<file path="src/hdl/escd_pkg.sv">
// ----------------------------------------------------------------------------
// escd_pkg
// Shared types and constants of the escape sequence decoder.
// ----------------------------------------------------------------------------
package escd_pkg;

  localparam int VALUE_WIDTH = 64;

  localparam logic [7:0] CH_0     = 8'h30;
  localparam logic [7:0] CH_7     = 8'h37;
  localparam logic [7:0] CH_9     = 8'h39;
  localparam logic [7:0] CH_UA    = 8'h41;
  localparam logic [7:0] CH_UF    = 8'h46;
  localparam logic [7:0] CH_LA    = 8'h61;
  localparam logic [7:0] CH_LF    = 8'h66;
  localparam logic [7:0] CH_B     = 8'h62;
  localparam logic [7:0] CH_D     = 8'h64;
  localparam logic [7:0] CH_N     = 8'h6E;
  localparam logic [7:0] CH_O     = 8'h6F;
  localparam logic [7:0] CH_R     = 8'h72;
  localparam logic [7:0] CH_S     = 8'h73;
  localparam logic [7:0] CH_T     = 8'h74;
  localparam logic [7:0] CH_V     = 8'h76;
  localparam logic [7:0] CH_X     = 8'h78;

  localparam logic [7:0] CODE_BS  = 8'h08;
  localparam logic [7:0] CODE_LF  = 8'h0A;
  localparam logic [7:0] CODE_CR  = 8'h0D;
  localparam logic [7:0] CODE_SP  = 8'h20;
  localparam logic [7:0] CODE_TAB = 8'h09;
  localparam logic [7:0] CODE_VT  = 8'h0B;
  localparam logic [7:0] CODE_NUL = 8'h00;

  localparam logic [3:0] HEX_LETTER_BIAS = 4'd9;

  typedef enum logic [2:0] {
    SEL_CODE,
    SEL_DEC,
    SEL_OCT,
    SEL_HEX,
    SEL_BAD
  } sel_t;

  typedef enum logic [1:0] {
    MODE_IDLE,
    MODE_DEC,
    MODE_OCT,
    MODE_HEX
  } mode_t;

  typedef struct packed {
    logic       start;
    sel_t       sel;
    logic [7:0] code;
    logic       is_dec;
    logic       is_oct;
    logic       is_hex;
    logic [3:0] digit;
  } tok_t;

  typedef struct packed {
    logic full;
    logic empty;
  } q_stat_t;

endpackage

</file>
<file path="src/hdl/escd_front.sv">
// ----------------------------------------------------------------------------
// escd_front
// Classifies one character into a token: selector kind, control code and
// digit flags and weight for every radix.
// ----------------------------------------------------------------------------
module escd_front (
  input  logic              [7:0] ch,
  input  logic                    start_req,
  output escd_pkg::tok_t          tok
);

  logic is_dec;
  logic is_lower;
  logic is_upper;

  always_comb begin
    is_dec   = ch inside {[escd_pkg::CH_0 : escd_pkg::CH_9]};
    is_lower = ch inside {[escd_pkg::CH_LA : escd_pkg::CH_LF]};
    is_upper = ch inside {[escd_pkg::CH_UA : escd_pkg::CH_UF]};

    tok.start  = start_req;
    tok.is_dec = is_dec;
    tok.is_oct = ch inside {[escd_pkg::CH_0 : escd_pkg::CH_7]};
    tok.is_hex = is_dec | is_lower | is_upper;
    tok.digit  = is_dec ? ch[3:0] : ch[3:0] + escd_pkg::HEX_LETTER_BIAS;

    tok.sel  = escd_pkg::SEL_CODE;
    tok.code = escd_pkg::CODE_NUL;
    case (ch)
      escd_pkg::CH_B: tok.code = escd_pkg::CODE_BS;
      escd_pkg::CH_N: tok.code = escd_pkg::CODE_LF;
      escd_pkg::CH_R: tok.code = escd_pkg::CODE_CR;
      escd_pkg::CH_S: tok.code = escd_pkg::CODE_SP;
      escd_pkg::CH_T: tok.code = escd_pkg::CODE_TAB;
      escd_pkg::CH_V: tok.code = escd_pkg::CODE_VT;
      escd_pkg::CH_0: tok.code = escd_pkg::CODE_NUL;
      escd_pkg::CH_D: tok.sel  = escd_pkg::SEL_DEC;
      escd_pkg::CH_O: tok.sel  = escd_pkg::SEL_OCT;
      escd_pkg::CH_X: tok.sel  = escd_pkg::SEL_HEX;
      default:        tok.sel  = escd_pkg::SEL_BAD;
    endcase
  end

endmodule

</file>
<file path="src/hdl/escd_queue.sv">
// ----------------------------------------------------------------------------
// escd_queue
// Two-entry token queue between the classifier and the sequencer.
// ----------------------------------------------------------------------------
module escd_queue (
  input  logic                clk,
  input  logic                rst_n,
  input  logic                push,
  input  escd_pkg::tok_t      push_tok,
  input  logic                pop,
  output escd_pkg::tok_t      head_tok,
  output escd_pkg::q_stat_t   stat
);

  escd_pkg::tok_t mem_r [2];
  logic           wr_ptr_r;
  logic           wr_ptr_nxt;
  logic           rd_ptr_r;
  logic           rd_ptr_nxt;
  logic [1:0]     count_r;
  logic [1:0]     count_nxt;

  always_comb begin
    wr_ptr_nxt = push ? ~wr_ptr_r : wr_ptr_r;
    rd_ptr_nxt = pop  ? ~rd_ptr_r : rd_ptr_r;
    count_nxt  = count_r;
    if (push && !pop) begin
      count_nxt = count_r + 2'd1;
    end else if (pop && !push) begin
      count_nxt = count_r - 2'd1;
    end
  end

  always_ff @(posedge clk) begin
    if (!rst_n) begin
      wr_ptr_r <= 1'b0;
      rd_ptr_r <= 1'b0;
      count_r  <= 2'd0;
    end else begin
      wr_ptr_r <= wr_ptr_nxt;
      rd_ptr_r <= rd_ptr_nxt;
      count_r  <= count_nxt;
    end
  end

  always_ff @(posedge clk) begin
    if (push) begin
      mem_r[wr_ptr_r] <= push_tok;
    end
  end

  assign head_tok   = mem_r[rd_ptr_r];
  assign stat.full  = count_r[1];
  assign stat.empty = (count_r == 2'd0);

endmodule

</file>
<file path="src/hdl/escd_back.sv">
// ----------------------------------------------------------------------------
// escd_back
// Sequencer: run mode, accumulator fold and the output register.
// ----------------------------------------------------------------------------
module escd_back (
  input  logic                                  clk,
  input  logic                                  rst_n,
  input  escd_pkg::tok_t                        head_tok,
  input  logic                                  head_valid,
  output logic                                  pop,
  output logic                                  out_valid,
  input  logic                                  out_stall,
  output logic [escd_pkg::VALUE_WIDTH-1:0]      out_value,
  output logic                                  out_error,
  output logic                                  out_consumed
);

  localparam int W = escd_pkg::VALUE_WIDTH;

  escd_pkg::mode_t mode_r;
  escd_pkg::mode_t mode_nxt;
  logic [W-1:0]    accum_r;
  logic [W-1:0]    accum_nxt;
  logic            out_valid_r;
  logic            out_valid_nxt;
  logic [W-1:0]    out_value_r;
  logic [W-1:0]    out_value_nxt;
  logic            out_error_r;
  logic            out_error_nxt;
  logic            out_consumed_r;
  logic            out_consumed_nxt;

  logic            room;
  logic            run_digit;
  logic            fold;
  logic            emit;

  assign room = !out_valid_r || !out_stall;
  assign pop  = head_valid && room;

  always_comb begin
    case (mode_r)
      escd_pkg::MODE_DEC: run_digit = head_tok.is_dec;
      escd_pkg::MODE_OCT: run_digit = head_tok.is_oct;
      escd_pkg::MODE_HEX: run_digit = head_tok.is_hex;
      default:            run_digit = 1'b0;
    endcase
    fold = (mode_r != escd_pkg::MODE_IDLE) && !head_tok.start && run_digit;
  end

  always_comb begin
    mode_nxt = mode_r;
    if (pop) begin
      if (mode_r != escd_pkg::MODE_IDLE) begin
        if (!fold) begin
          mode_nxt = escd_pkg::MODE_IDLE;
        end
      end else if (head_tok.start) begin
        case (head_tok.sel)
          escd_pkg::SEL_DEC: mode_nxt = escd_pkg::MODE_DEC;
          escd_pkg::SEL_OCT: mode_nxt = escd_pkg::MODE_OCT;
          escd_pkg::SEL_HEX: mode_nxt = escd_pkg::MODE_HEX;
          default:           mode_nxt = escd_pkg::MODE_IDLE;
        endcase
      end
    end
  end

  always_comb begin
    accum_nxt        = accum_r;
    emit             = 1'b0;
    out_value_nxt    = out_value_r;
    out_error_nxt    = out_error_r;
    out_consumed_nxt = out_consumed_r;
    if (pop) begin
      if (mode_r != escd_pkg::MODE_IDLE) begin
        if (fold) begin
          case (mode_r)
            escd_pkg::MODE_DEC: accum_nxt = {accum_r[W-4:0], 3'b000}
                                          + {accum_r[W-2:0], 1'b0}
                                          + {{(W-4){1'b0}}, head_tok.digit};
            escd_pkg::MODE_OCT: accum_nxt = {accum_r[W-4:0], head_tok.digit[2:0]};
            default:            accum_nxt = {accum_r[W-5:0], head_tok.digit};
          endcase
        end else begin
          emit             = 1'b1;
          out_value_nxt    = accum_r;
          out_error_nxt    = 1'b0;
          out_consumed_nxt = 1'b0;
          accum_nxt        = '0;
        end
      end else if (head_tok.start) begin
        case (head_tok.sel)
          escd_pkg::SEL_CODE: begin
            emit             = 1'b1;
            out_value_nxt    = {{(W-8){1'b0}}, head_tok.code};
            out_error_nxt    = 1'b0;
            out_consumed_nxt = 1'b1;
          end
          escd_pkg::SEL_BAD: begin
            emit             = 1'b1;
            out_value_nxt    = '0;
            out_error_nxt    = 1'b1;
            out_consumed_nxt = 1'b0;
          end
          default: begin
            accum_nxt = '0;
          end
        endcase
      end
    end
    out_valid_nxt = room ? emit : out_valid_r;
  end

  always_ff @(posedge clk) begin
    if (!rst_n) begin
      mode_r      <= escd_pkg::MODE_IDLE;
      accum_r     <= '0;
      out_valid_r <= 1'b0;
    end else begin
      mode_r      <= mode_nxt;
      accum_r     <= accum_nxt;
      out_valid_r <= out_valid_nxt;
    end
  end

  always_ff @(posedge clk) begin
    out_value_r    <= out_value_nxt;
    out_error_r    <= out_error_nxt;
    out_consumed_r <= out_consumed_nxt;
  end

  assign out_valid    = out_valid_r;
  assign out_value    = out_value_r;
  assign out_error    = out_error_r;
  assign out_consumed = out_consumed_r;

endmodule

</file>
<file path="src/hdl/escape_sequence_decoder_top.sv">
// ----------------------------------------------------------------------------
// escape_sequence_decoder_top
// Escape sequence decoder: selector codes and decimal, octal, hex runs.
// ----------------------------------------------------------------------------
// Takes one character per cycle and sustains one per cycle while the result
// side does not stall: every character, digit or not, passes once through the
// sequencer, whose accumulator fold (shift-add by the run's radix) is the loop
// that sets the rate. A character is classified into the two-entry queue when
// it is accepted, then sequenced into the output register, where its result
// becomes valid.
// A run ends on the first non-digit or a new start: that result carries
// consumed low and the character must be sent again.
module escape_sequence_decoder_top (
  input  logic                               clk,
  input  logic                               rst_n,
  input  logic                               in_valid,
  output logic                               in_stall,
  input  logic [7:0]                         in_ch,
  input  logic                               in_start_req,
  output logic                               out_valid,
  input  logic                               out_stall,
  output logic [escd_pkg::VALUE_WIDTH-1:0]   out_value,
  output logic                               out_error,
  output logic                               out_consumed
);

  escd_pkg::tok_t    in_tok;
  escd_pkg::tok_t    head_tok;
  escd_pkg::q_stat_t q_stat;
  logic              push;
  logic              pop;

  escd_front u_front (
    .ch        (in_ch),
    .start_req (in_start_req),
    .tok       (in_tok)
  );

  assign in_stall = q_stat.full;
  assign push     = in_valid && !q_stat.full;

  escd_queue u_queue (
    .clk      (clk),
    .rst_n    (rst_n),
    .push     (push),
    .push_tok (in_tok),
    .pop      (pop),
    .head_tok (head_tok),
    .stat     (q_stat)
  );

  escd_back u_back (
    .clk          (clk),
    .rst_n        (rst_n),
    .head_tok     (head_tok),
    .head_valid   (!q_stat.empty),
    .pop          (pop),
    .out_valid    (out_valid),
    .out_stall    (out_stall),
    .out_value    (out_value),
    .out_error    (out_error),
    .out_consumed (out_consumed)
  );

  a_error_shape: assert property (@(posedge clk) disable iff (!rst_n)
    out_valid && out_error |-> !out_consumed && (out_value == '0))
    else $error("error result must be unconsumed with value zero");

  a_code_narrow: assert property (@(posedge clk) disable iff (!rst_n)
    out_valid && out_consumed |-> !out_error
      && (out_value[escd_pkg::VALUE_WIDTH-1:8] == '0))
    else $error("consumed result must be an 8-bit control code");

  a_queue_stat: assert property (@(posedge clk) disable iff (!rst_n)
    !(q_stat.full && q_stat.empty))
    else $error("queue reports full and empty at once");

  a_reset_idle: assert property (@(posedge clk)
    $past(!rst_n) |-> !out_valid && q_stat.empty)
    else $error("block not idle after reset");

endmodule

</file>
<file path="config.mk">
export PLATFORM = sky130hd
export DESIGN_NAME = escape_sequence_decoder_top
export DESIGN_NICKNAME = d
export VERILOG_FILES = /design/src/hdl/escd_pkg.sv /design/src/hdl/escd_front.sv /design/src/hdl/escd_queue.sv /design/src/hdl/escd_back.sv /design/src/hdl/escape_sequence_decoder_top.sv
export SDC_FILE = /design/constraint.sdc
export NUM_CORES = 1
export LEC_CHECK = 0
export CAP_MARGIN = 20
export CORE_ASPECT_RATIO = 1.1
export CORE_MARGIN = 2
export CORE_UTILIZATION = 25
export DETAILED_ROUTE_END_ITERATION = 7
export DONT_BUFFER_PORTS = 1
export GPL_ROUTABILITY_DRIVEN = 0
export GPL_TIMING_DRIVEN = 1
export SETUP_SLACK_MARGIN = 0.05
export SYNTH_ARGS = -nofsm -noshare
export SYNTH_HDL_FRONTEND = slang
export SYNTH_SLANG_ARGS = --single-unit
</file>
<file path="constraint.sdc">
create_clock -name clk -period 13.9 [get_ports clk]
set_clock_uncertainty 0.1 [all_clocks]
set_input_delay 0 -clock clk [delete_from_list [all_inputs] [get_ports clk]]
set_output_delay 0 -clock clk [all_outputs]
set_load 0.02 [all_outputs]
</file>
==> results.md, run 1 <==
* Ports placed on the boundary at 81
* Critical path launch point type: register
* Post-CTS clock slew at the launch and capture registers of the worst setup and hold paths at 0.07 ns
* Max Transition Viols Final at 0
* Detailed-route via count at 10400
* Post-synthesis cell area at 0.0123 mm^2
* Arrival @ worst endpoint at 5.10 ns
* Largest net degree at the start of global routing at 74
* Net switching component of the power at 0.396 mW
* Sink count of the clock tree at between 150 and 200
* Routed met1 length at roughly 16000 um
* Cells along the critical path: mux2_2 -> ha_1 -> ha_1 -> fa_1 -> a211o_1 -> o211ai_1 -> a211oi_1 -> o21ai_0 -> o22ai_1 -> o21bai_1 -> a31oi_1 -> a21boi_0 -> xor2_1 -> o221ai_1
* Violation count after the first detailed-routing iteration at a little over 800
* Final critical-path share of the clock period at 35.2%
* Most used cells in the layout excluding fill and tap cells: 139 x nand2_1, 128 x ha_1, 126 x a21oi_1
* Number of unique standard cell types used by synthesis at 73
* Die W at 215 um
* Total Wirelength at 34900 um
* Die footprint at 0.0509 mm^2
* Area growth from synthesis to layout at 11.5%
* Maximum achievable frequency at just over 200 MHz
* Max stage delay cell, worst path: dfxtp_1
* Setup TNS at 0 ns
* Worst path max stage delay at between 0.8 and 0.9 ns
* Per-cell routed wire length at between 15 and 20 um
* Maximum count of clock buffers along a single path at 2
* Antenna violations before repair at 2
* Worst-Skew Late Latency at 0.45 ns
* CTS tree: done
* Sequential group share of total power at 49.9%
* Number of warnings reported in the yosys synthesis log at 0
* Reported max-cap violation count at 0
* Most frequent standard cell in the layout excluding fill and tap cells: nand2_1
* Internal power at 0.909 mW
* Worst ir drop on vdd at 0.0746 mV
* Number of cell rows at 85
* Min Clock Period, post-route at 4.89 ns
* Number of iterations in the first detailed-routing pass at 5
* Gate count after technology mapping at 1388
* Most frequently used flop master after synthesis: edfxtp_1
* Power share of the clock group at 37.7%
* Routed wire length on met2 at 16200 um
* Crit path setup slack, layout at 9.01 ns
* Die H at 237 um
* Number of setup buffers added after CTS at 0
* Fraction of the yosys area taken by sequential cells at a little over a third
* Outcome: completed
* Critical Path RT at 14.10 ns
* Critical path class: reg2reg
* Power share of the combinational group at 12.4%
* Tightest slew margin relative to the limit at 36.5%
* Deepest level of the CTS H-tree at 4
* Unrepaired setup endpoints after global routing: no
* Cell at the root of the clock tree: clkbuf_16
* Via-per-instance ratio at 5.14
* Post-layout net count at around 1500
* Most common cell type on the critical path: ha_1
* Leakage power total at about 5.3 nW
* Start point of the worst hold path: in_ch[7]
* Net count of the mapped netlist at 1534
* Ys async rst share at 0%
* Net Sw Frac at a little under a third
* Share of final-layout standard cells stronger than drive strength 1 at 4.74%
* TritonCTS buffer count at 17
* Vias in the first global route at 10000
* Number of flops mapped to enable cells by yosys at 98
* Path type of the worst min-delay path: in2reg
* Areal power density over the cells at 95.3 mW/mm^2
* Global-route wire length before repair at 55500 um
* Top routing layer used: met5
* Total routing resource utilization after global routing at 13.5%
* Layout fillers at 5197
* Synth Area per Inst at 8.85 um^2
* DP HPWL at 23900 um
* Maximum fanout along the worst path at 18
* Initial Utilization at 25.2%
* Antenna fix cells at 0
* # setup viols final at 0
* Setup slack at placement at 9.09 ns
* Number of design rule violations left after detail routing at 0
* Area inside the core boundary at 0.0487 mm^2
* Number of storage elements in the synthesis netlist at between 150 and 200
* Slew at the pin closest to its max-slew limit at between 0.9 and 1 ns
* Number of hold-slack violations in the final timing report at 0
* Remaining antenna violation count at 0
* Routed wire length on met3 at 2090 um
* Worst setup EP type: register
* Number of I/O port buffers at 0
* Total congestion overflow at 0
[registers in the layout, summed over array words and instances, names as in the netlist, named ones only]
register             flops
u_back.accum_r          64
u_back.mode_r            2
u_back.out_consumed      1
u_back.out_error         1
u_back.out_valid         1
u_back.out_value        64
u_queue.count_r          2
u_queue.mem_r           32
u_queue.rd_ptr_r         1
u_queue.wr_ptr_r         1
[metal layers]
| layer | up-vias | global-route usage [%] |
|---|---|---|
| met2 | 318 | 22.3 |
| met5 | - | 0 |
| met1 | 4949 | 17.4 |
| met4 | 4 | 4.60 |
| met3 | 68 | 3.06 |
| li1 | 5054 | - |
[worst paths after layout]
| path | to | slack [ns] | depth (start not counted) |
|---|---|---|---|
| worst min-delay path | u_queue.mem_r[0][9] | 0.07 | 3 |
| worst max register to register | u_back.accum_r[48] | 9.01 | 14 |
| worst max-delay path | u_back.accum_r[48] | 9.01 | 14 |
| worst min register to register | u_back.mode_r[1] | 0.43 | 2 |
[power groups by stage]
| stage | registers, mW | logic [mW] | clock network (mW) |
|---|---|---|---|
| floorplan | 0.649 | 0.116 | 0 |
| global placement | 0.665 | 0.150 | 0 |
| detailed placement | 0.666 | 0.154 | 0 |
| CTS | 0.655 | 0.164 | 0.503 |
| global route | 0.658 | 0.180 | 0.522 |
| finish | 0.651 | 0.162 | 0.492 |
[critical path, delay by kind of cell, from the launching register on]
kind | cells | cell delay (ns)
XOR/XNOR | 1 | 0.17
multiplexers | 1 | 0.44
adder cells (fa/ha/maj) | 3 | 0.95
flip-flops | 1 | 0.85
AO/OA/AOI/OAI | 9 | 2.23
[logic make-up after synthesis]
| group | share of synthesized area [%] |
|---|---|
| adders and majority gates | 13.7 |
| and+or+nand+nor | 17.4 |
| AOI/OAI and AO/OA | 23.6 |
| xor gates and xnor gates | 4.28 |
| DFF | 35.7 |
| buffers and inverters | 3.72 |
| muxes | 1.61 |
[final cells by class]
cell class              count  area [um^2]  share of cell area, %
multi-input cells        1100         7480                   54.6
well taps                 652          816                   5.95
clock buffers              18          429                   3.13
clock inverters            14          161                   1.18
repair buffers             29          279                   2.04
inverters                  40          150                   1.10
flip-flops and latches    170         4380                   32.0
[stage by stage]
step	util (%)	hold WS, ns	cell area (um^2)	power [mW]	cells
3_3_place_gp	26.5	-0.000805	12900	0.816	1971
6_report	28.1	0.0715	13700	1.31	2023
4_1_cts	28.1	0.0480	13700	1.32	2023
3_5_place_dp	26.5	-0.000784	12900	0.820	1972
2_1_floorplan	-	-0.00113	12300	0.765	1388
5_1_grt	28.1	0.0645	13700	1.36	2023
[what timing repair did]
action | in CTS | in global routing
resized for setup | 0 | 0
hold buffers | 19 | 0
endpoints found under the hold margin | 76 | 0
[cells in the mapped netlist (6+ instances only)]
library cell    n  share of area, %
clkbuf_1       71               2.2
a211oi_1        8              0.49
a21oi_1       127               5.2
nand2_1       139               4.2
nand3_1        23              0.94
o21ai_0       113               4.6
o21ai_1         8              0.33
xnor2_1        37               2.6
nand4_1        20               1.0
a221oi_1       19               1.4
o211ai_1        8              0.49
o22ai_1         8              0.41
o221ai_1        9              0.64
nor2_1         67               2.0
a31oi_1        34               1.7
mux2_2          6              0.55
dfxtp_1        72                12
nor3_1         17              0.69
nor2b_1       109               5.5
edfxtp_1       98                24
and3_1          9              0.46
xor2_1         23               1.6
nand2b_1       12              0.61
ha_1          131                13
and2_1         12              0.61
a21boi_0       11              0.67
o21bai_1       14              0.86
mux2i_1        13               1.1
inv_1          40               1.2
a21o_1         38               2.3
a22oi_1         9              0.55
o21a_1         10              0.61
Note: power is estimated with default switching activity, not from simulation.
==> run 2: changes to the inputs <==
- clock period: 13.9 -> 4.25 ns (I/O delays scaled with it)
==> run 2 against run 1 <==
Against the previous run:
- wire length is 0.69% higher
- design area grew 0.29%
- non-clock buffer count grew 12
- clock-buffer cell count is 1 lower
- critical path type unchanged
- critical endpoint is now u_back.accum_r[62]
- clock power increased to 3.0 times the previous value
- global-route usage is 0.20 points higher
- sequential share of layout area is 0.066 points lower
- combinational power increased to 3.5 times the previous value
==> results.md, run 2 (synthesis gave the netlist of run 1 again) <==
* Most used cells in the layout excluding fill and tap cells: 139 x nand2_1, 128 x ha_1, 126 x a21oi_1 (unchanged)
* CTS tree: done (unchanged)
* Path type of the worst min-delay path: in2reg (unchanged)
* Ports placed on the boundary at 81 (unchanged)
* Slew at the pin closest to its max-slew limit at 0.883 ns (was 0.953 ns)
* Leakage power total at 5.33 nW (was 5.31 nW)
* Total Wirelength at 35100 um (was 34900 um)
* Outcome: completed (unchanged)
* Layout fillers at 5216 (was 5197)
* R2R Setup Slk at 0.19 ns (was 9.01 ns)
* Total congestion overflow at 0 (unchanged)
* Area inside the core boundary at 0.0487 mm^2 (unchanged)
* Largest net degree at the start of global routing at 74 (unchanged)
* Worst-Skew Late Latency at 0.45 ns (about the same)
* Die H at 237 um (unchanged)
* Post-layout net count at 1516 (was 1504)
* Via-per-instance ratio at 5.14 (about the same)
* Maximum count of clock buffers along a single path at 2 (unchanged)
* Vias in the first global route at 10300 (was 10000)
* Violation count after the first detailed-routing iteration at 731 (was 821)
* Setup TNS at 0 ns (unchanged)
* Sink count of the clock tree at 170 (unchanged)
* Initial Utilization at 25.2% (unchanged)
* Maximum achievable frequency at 246 MHz (was 204 MHz)
* Per-cell routed wire length at 17.2 um (about the same)
* Post-CTS clock slew at the launch and capture registers of the worst setup and hold paths at 0.07 ns (about the same)
* Areal power density over the cells at 302 mW/mm^2 (was 95.3 mW/mm^2)
* Cell at the root of the clock tree: clkbuf_16 (unchanged)
* Remaining antenna violation count at 0 (unchanged)
* Deepest level of the CTS H-tree at 4 (unchanged)
* Tightest slew margin relative to the limit at 41.1% (was 36.5%)
* Worst ir drop on vdd at 0.250 mV (was 0.0746 mV)
* Worst setup EP type: register (unchanged)
* Critical path launch point type: register (unchanged)
* Antenna violations before repair at 1 (was 2)
* DP HPWL at 24600 um (was 23900 um)
* Share of final-layout standard cells stronger than drive strength 1 at 5.78% (was 4.74%)
* Number of cells traversed by the worst register-to-register path at 14 (unchanged)
* Die footprint at 0.0509 mm^2 (unchanged)
* Number of cell rows at 85 (unchanged)
* Area growth from synthesis to layout at 11.8% (was 11.5%)
* Critical path class: reg2reg (unchanged)
* Unrepaired setup endpoints after global routing: yes (was no)
* Multi-input combinational cell area at 0.00750 mm^2 (was 0.00748 mm^2)
* Post-layout total power at 4.15 mW (was 1.31 mW)
* Max Transition Viols Final at 0 (unchanged)
* Number of I/O port buffers at 0 (unchanged)
* Most frequent standard cell in the layout excluding fill and tap cells: nand2_1 (unchanged)
* CP Capture Point: u_back.accum_r[62] (was u_back.accum_r[48])
* Total routing resource utilization after global routing at 13.7% (was 13.5%)
* Area occupied by registers at 0.00439 mm^2 (was 0.00438 mm^2)
* Detailed-route via count at 10500 (was 10400)
* # setup viols final at 0 (unchanged)
* Min Clock Period, post-route at 4.06 ns (was 4.89 ns)
* Worst flop-to-flop path endpoint: u_back.accum_r[62] (was u_back.accum_r[48])
* Maximum fanout along the worst path at 5 (was 18)
* Global-route wire length before repair at 56600 um (was 55500 um)
* Number of design rule violations left after detail routing at 0 (unchanged)
* Final critical-path share of the clock period at 95.5% (was 35.2%)
* Number of iterations in the first detailed-routing pass at 5 (unchanged)
* Number of hold-slack violations in the final timing report at 0 (unchanged)
* Die W at 215 um (unchanged)
* Antenna fix cells at 0 (unchanged)
* Arrival @ worst endpoint at 4.31 ns (was 5.10 ns)
* Reported max-cap violation count at 0 (unchanged)
* Critical Path RT at 4.50 ns (was 14.10 ns)
* TritonCTS buffer count at 17 (unchanged)
## run 2: layout make-up
type	instances	share of cell area, %
Multi-Input combinational cell	1100	54.6
Sequential cell	170	31.9
Tap cell	652	5.94
Clock buffer	17	3.10
Timing Repair Buffer	41	2.64
Inverter	40	1.09
Clock inverter	15	0.738
## run 2: report_power, final
| group | leakage [nW] | total [mW] | internal (mW) | switching [mW] |
|---|---|---|---|---|
| logic | 3.58 | 0.568 | 0.178 | 0.390 |
| clock network | 0.248 | 1.47 | 0.745 | 0.720 |
| registers | 1.50 | 2.12 | 1.93 | 0.186 |
## run 2: what timing repair did
action                     CTS  global route
resized for setup            1             6
buffers inserted             0             4
gates cloned                 0             0
setup endpoints to repair    4            14
pin swaps                    0             3
hold endpoints to repair    80             0
hold buffers                18             0
## run 2: per-stage QoR
step	hold slack, ns	util [%]	std cells	worst slack [ns]	cell area, um^2
floorplan	-0.00113	-	1388	0.354	12300
global placement	-0.000654	26.6	1981	0.187	13000
detailed placement	-0.000595	26.6	1981	0.0625	13000
CTS	0.0193	28.1	2031	0.0558	13700
global route	0.0898	28.2	2035	0.0287	13700
finish	0.0904	28.2	2035	0.193	13700
## run 2: worst min path at each step
stage | slack (ns) | startpoint | end | cells after the start
after global placement | -0.0007 | in_start_req | u_queue.mem_r[1][16] | 0
after detailed placement | -0.0006 | in_start_req | u_queue.mem_r[1][16] | 0
final | 0.09 | rst_n | u_back.accum_r[27] | 3
after global routing | 0.09 | in_ch[7] | u_queue.mem_r[0][9] | 3
after floorplan | -0.001 | in_start_req | u_queue.mem_r[0][16] | 0
after CTS | 0.02 | in_ch[7] | u_queue.mem_r[1][8] | 5
## run 2: critical path, cell delays in order (launching register included)
cell and delay, ns:
dfxtp_4 0.38, mux2_2 0.35, ha_1 0.28, ha_1 0.23, fa_2 0.38, a211o_1 0.31
o211ai_1 0.20, a211oi_2 0.18, a211o_1 0.38, a21o_2 0.25, a31oi_4 0.30, o31ai_2 0.12
and3_1 0.16, a31o_1 0.17, a21o_1 0.16
## run 2: metal layers
layer / routed length [um] / track usage, % / part of all wire [%]
met5: 0 / 0 / 0
met4: 770 / 4.18 / 2.2
met3: 1640 / 2.62 / 4.7
met2: 16200 / 22.6 / 46
met1: 16500 / 18.2 / 47
